===== src/rtl/raster_draw_engine_assert.svh =====
// Assertion macros for the raster draw engine
`ifndef RASTER_DRAW_ENGINE_ASSERT_SVH
`define RASTER_DRAW_ENGINE_ASSERT_SVH

// same-cycle implication
`define RDE_ASSERT_NOW(lbl, ck, rs, ante, cons, msg) \
  lbl: assert property (@(posedge ck) disable iff (rs) (ante) |-> (cons)) \
    else $error(msg);

// next-cycle implication
`define RDE_ASSERT_NXT(lbl, ck, rs, ante, cons, msg) \
  lbl: assert property (@(posedge ck) disable iff (rs) (ante) |=> (cons)) \
    else $error(msg);

`endif


===== src/rtl/rde_pkg.sv =====
`timescale 1ns / 1ps
package rde_pkg;

  // fixed point and divider widths
  localparam int QB    = 16;
  localparam int ACC_W = 30;
  localparam int DIV_W = 29;
  localparam int MAG_W = 28;
  localparam int DEN_W = 12;

  // command codes
  localparam logic [2:0] OP_CLEAR = 3'd0;
  localparam logic [2:0] OP_PIXEL = 3'd1;
  localparam logic [2:0] OP_LINE  = 3'd2;
  localparam logic [2:0] OP_TRI   = 3'd3;
  localparam logic [2:0] OP_READ  = 3'd4;

  typedef struct packed {
    logic                    start;
    logic signed [DIV_W-1:0] num;
    logic [DEN_W-1:0]        den;
  } div_req_t;

  typedef struct packed {
    logic                    done;
    logic signed [DIV_W-1:0] quo;
  } div_rsp_t;

endpackage


===== src/rtl/rde_div.sv =====
`timescale 1ns / 1ps
module rde_div (
  input  logic              clk,
  input  logic              rst,
  input  rde_pkg::div_req_t req,
  output rde_pkg::div_rsp_t rsp
);
  import rde_pkg::*;

  localparam int CNT_W = $clog2(MAG_W);

  logic             busy;
  logic             done;
  logic [CNT_W-1:0] cnt;
  logic [MAG_W-1:0] mag;
  logic [DEN_W-1:0] rem;
  logic [DEN_W-1:0] den;
  logic             neg;
  logic [DEN_W:0]   trial;
  logic             fits;
  logic [MAG_W-1:0] num_mag;
  logic [DEN_W:0]   trial_sub;

  // one restoring step: shift in the next numerator bit, try the divisor
  always_comb begin
    trial     = {rem, mag[MAG_W-1]};
    fits      = trial >= {1'b0, den};
    trial_sub = trial - {1'b0, den};
    num_mag   = req.num[DIV_W-1] ? MAG_W'(-req.num) : MAG_W'(req.num);
  end

  always_ff @(posedge clk) begin
    if (rst) begin
      busy <= 1'b0;
      done <= 1'b0;
    end else begin
      done <= 1'b0;
      if (req.start) begin
        busy <= 1'b1;
        cnt  <= CNT_W'(MAG_W - 1);
        mag  <= num_mag;
        rem  <= '0;
        den  <= req.den;
        neg  <= req.num[DIV_W-1];
      end else if (busy) begin
        rem <= fits ? trial_sub[DEN_W-1:0] : trial[DEN_W-1:0];
        mag <= {mag[MAG_W-2:0], fits};
        if (cnt == '0) begin
          busy <= 1'b0;
          done <= 1'b1;
        end else begin
          cnt <= cnt - 1'b1;
        end
      end
    end
  end

  // truncating quotient, sign restored
  always_comb begin
    rsp.done = done;
    rsp.quo  = neg ? -$signed({1'b0, mag}) : $signed({1'b0, mag});
  end

endmodule


===== config.mk =====
export PLATFORM = sky130hd
export DESIGN_NAME = rde_div
export DESIGN_NICKNAME = d
export VERILOG_FILES = /design/src/rtl/raster_draw_engine_assert.svh /design/src/rtl/rde_pkg.sv /design/src/rtl/rde_div.sv
export SDC_FILE = /design/constraint.sdc
export NUM_CORES = 1
export LEC_CHECK = 0
export ABC_AREA = 1
export BUFFER_PORTS_ARGS = -buffer_cell sky130_fd_sc_hd__clkbuf_2
export CAP_MARGIN = 20
export CORE_MARGIN = 2
export CORE_UTILIZATION = 55
export CTS_CLUSTER_SIZE = 12
export DETAILED_ROUTE_END_ITERATION = 16
export PLACE_DENSITY = 0.8
export REMOVE_ABC_BUFFERS = 1
export SYNTH_ARGS = -nofsm -noshare
export SYNTH_HDL_FRONTEND = slang
export SYNTH_SLANG_ARGS = --single-unit

===== constraint.sdc =====
create_clock -name clk -period 10.02 [get_ports clk]
set_input_delay 2.004 -clock clk [delete_from_list [all_inputs] [get_ports clk]]
set_output_delay 2.004 -clock clk [all_outputs]
set_load 0.005 [all_outputs]

==> qor.yml <==
place_ws_ns: 6.08
coreArea_mm2: 0.00868
cts_sinks: 60
synth_seq_cells: 60
syn2layout_area_growth_pct: 12.9
die_h_um: 98.2
finalSetupViolCount: 0
wl_per_cell_um: 13.8
antenna_found_initial: 0
hold_viol_final: 0
die_area_mm2: 0.00963
cp_top_family: "flip-flops"
cts_tree: "built"
synthXorXnorAreaFrac_pct: 7.01
drv_cap: 0
path_clk_slew_ns: 0.08
postSynthCellCount: 678
ys.warnings.count: 0
maxSlewHeadroom_pct: 43.7
drive_gt1_share_pct: 18.9
crit_chain: "clkinv_1 -> o21ai_0 -> xor2_1 -> clkbuf_2"
ant_nets: 0
cts_root_buf: "clkbuf_8"
grt_pass1_wl_um: 19700
fin_crit_sh_pct: 43.6
slew_viol_final: 0
drtIter0Drc: 302
postLayoutCoreUtil_pct: 63.4
synth_top_family_by_area: "simple AND/OR/NAND/NOR gates"
crit_path_max_incr_delay_ns: 0.90
htreeDepth: 3
synth_compound_area_share_pct: 7.44
cts_buffers: 9
netlist_area_mm2: 0.00488
peakVddDrop_mv: 0.0750
setup_tns_ns: 0
seq_area_frac_synth_pct: 36.5
setup_slack_ns: 5.65
startpoint_type: "register"
grt_start_max_net_pins: 45
syn_area_per_cell_um2: 7.19
vias_per_cell: 5.38
postPlaceCellArea_mm2: 0.00530
track_usage_pct: 25.1
worst_pin_slew_ns: 0.844
skew_ns: 0.0164
num_vias: 4627
crit_path_end_kind: "output pin"
drtPass1Iterations: 5
fmax_ghz: 0.229
worstPathMaxFanout: 27
crit_type: "reg2out"
path_buf_inv: 2
finalNetCount: 808
dp_hpwl_um: 8930
period_needed_ns: 4.37
cts.repair.resized: 0
yosys-mux-area-fraction_pct: 0
drc_errors: 0
overflow: 0
stdcell_area_mm2: 0.00551
io_pins: 74
port_buffers: 73
power.leakage_nw: 2.60
ys_types: 40
routed_wl_um: 11900
cts_buffer_depth: 2
rows: 34
rsz0062_at_grt: "false"
cts_setup_buffers: 0
hold_class: "reg2reg"
hold_buffers: 0
place_congestion: 0.952
start_util_pct: 56.2
crit_required_ns: 8.02
arrival_ns: 2.37
status: "finished, final reports clean"
powerDensity_mw_per_mm2: 136
synth_fa_ha_area_share_pct: 4.52
hold_slack_ns: 0.512
synth-simple-area-share_pct: 35.8
die_x_um: 98.2
diodes: 0
insertion_delay_ns: 0.35
cpMaxStageDelayCell: "edfxtp_1"
grt_pass1_vias: 4429
## path summary, 6_finish.rpt
kind / from / endpoint / slack, ns / cells after the start
hold reg to reg: busy / done / 0.51 / 2
setup reg to reg: rem[9] / rem[11] / 7.68 / 9
setup / recovery: neg / rsp[11] / 5.65 / 4
hold / removal: busy / done / 0.51 / 2
## flip-flops by register name, indices dropped and copies added (netlist names)
register  flops
rem          12
den          12
cnt           5
neg           1
busy          1
done          1
mag          28
## Yosys cell counts
library cell,number,area (um2)
o211ai_1,1,7.51
nor2_1,92,345
buf_1,1,3.75
nand2_2,18,113
buf_2,7,35.0
o21ai_2,5,43.8
clkinv_1,1,3.75
o21bai_1,1,7.51
nor4_1,1,6.26
edfxtp_1,58,1740
buf_4,4,30.0
o21ai_0,39,195
nand3b_1,4,30.0
nand3_1,49,245
a31oi_1,2,12.5
xnor2_1,10,87.6
nor3_1,6,30.0
a21oi_1,11,55.1
nand3_2,4,40.0
inv_1,80,300
and2_1,1,6.26
buf_6,2,22.5
clkbuf_1,4,15.0
nor2_4,2,22.5
nor2_2,11,68.8
inv_2,4,15.0
nor3b_1,1,7.51
ha_1,16,200
dfxtp_1,2,40.0
nand3_4,1,17.5
nand4_1,13,81.3
o31ai_1,2,15.0
xor2_1,29,254
o21ai_1,2,10.0
nand2_1,187,702
a41oi_1,1,8.76
fa_1,1,20.0
o21a_1,1,7.51
nor3_2,1,10.0
or2_2,3,18.8
## per-layer routing
metal	global-route usage, %	share of wire (%)	vias to the layer above
li1	-	-	2331
met1	32.2	43	2102
met2	42.5	48	168
met3	4.08	6.3	26
met4	9.69	2.7	0
met5	0	0	-
## kinds of logic (layout without fill, tap and decap cells)
kind of cell / count (synthesis) / count (layout)
buffers and inverters: 103 / 177
adder cells (fa/ha/maj): 17 / 17
flip-flops: 60 / 60
AND/OR/NAND/NOR: 394 / 394
XOR/XNOR: 39 / 39
AO/OA/AOI/OAI: 65 / 65
## power breakdown
part           internal, mW  total [mW]  switching, mW  leakage (nW)
Sequential            0.301       0.317         0.0164         0.569
Clock                 0.121       0.226          0.105        0.0983
Combinational        0.0760       0.206          0.130          1.93
Total                 0.498       0.749          0.251          2.60
## layout make-up
cell class | instances | area [um2]
sequential | 60 | 1780
multi-input combinational | 515 | 2680
timing repair buffer | 76 | 388
clock buffer | 10 | 138
inverter | 85 | 319
tap | 108 | 135
fill | 776 | 3170
clock inverter | 6 | 63.8
## layout by cell type (no fill, tap or decap), drive strengths merged
cell,instances
clkinv,4
a41oi,1
nand2,205
xor2,29
inv,84
xnor2,10
nand4,13
fa,1
bufinv,1
o211ai,1
a21oi,11
and2,1
o21ai,46
or2,3
clkbuf,83
nor3b,1
nor4,1
clkinvlp,2
a31oi,2
buf,3
ha,16
o31ai,2
o21a,1
nor2,105
edfxtp,58
nand3b,4
nand3,54
dfxtp,2
o21bai,1
nor3,7
## worst register-to-register path, delay by kind of cell, from the launching register on
kind            cells  cell delay (ns)
flops               1             0.41
fa+ha+maj           1             0.39
simple gates        6             0.82
compound gates      2             0.49
## through the flow
stage / instances / power, mW
global route: 860 / 0.788
floorplan: 660 / 0.458
global placement: 844 / 0.518
finish: 860 / 0.749
detailed placement: 844 / 0.524
CTS: 860 / 0.748
(Power assumes the default switching activity.)
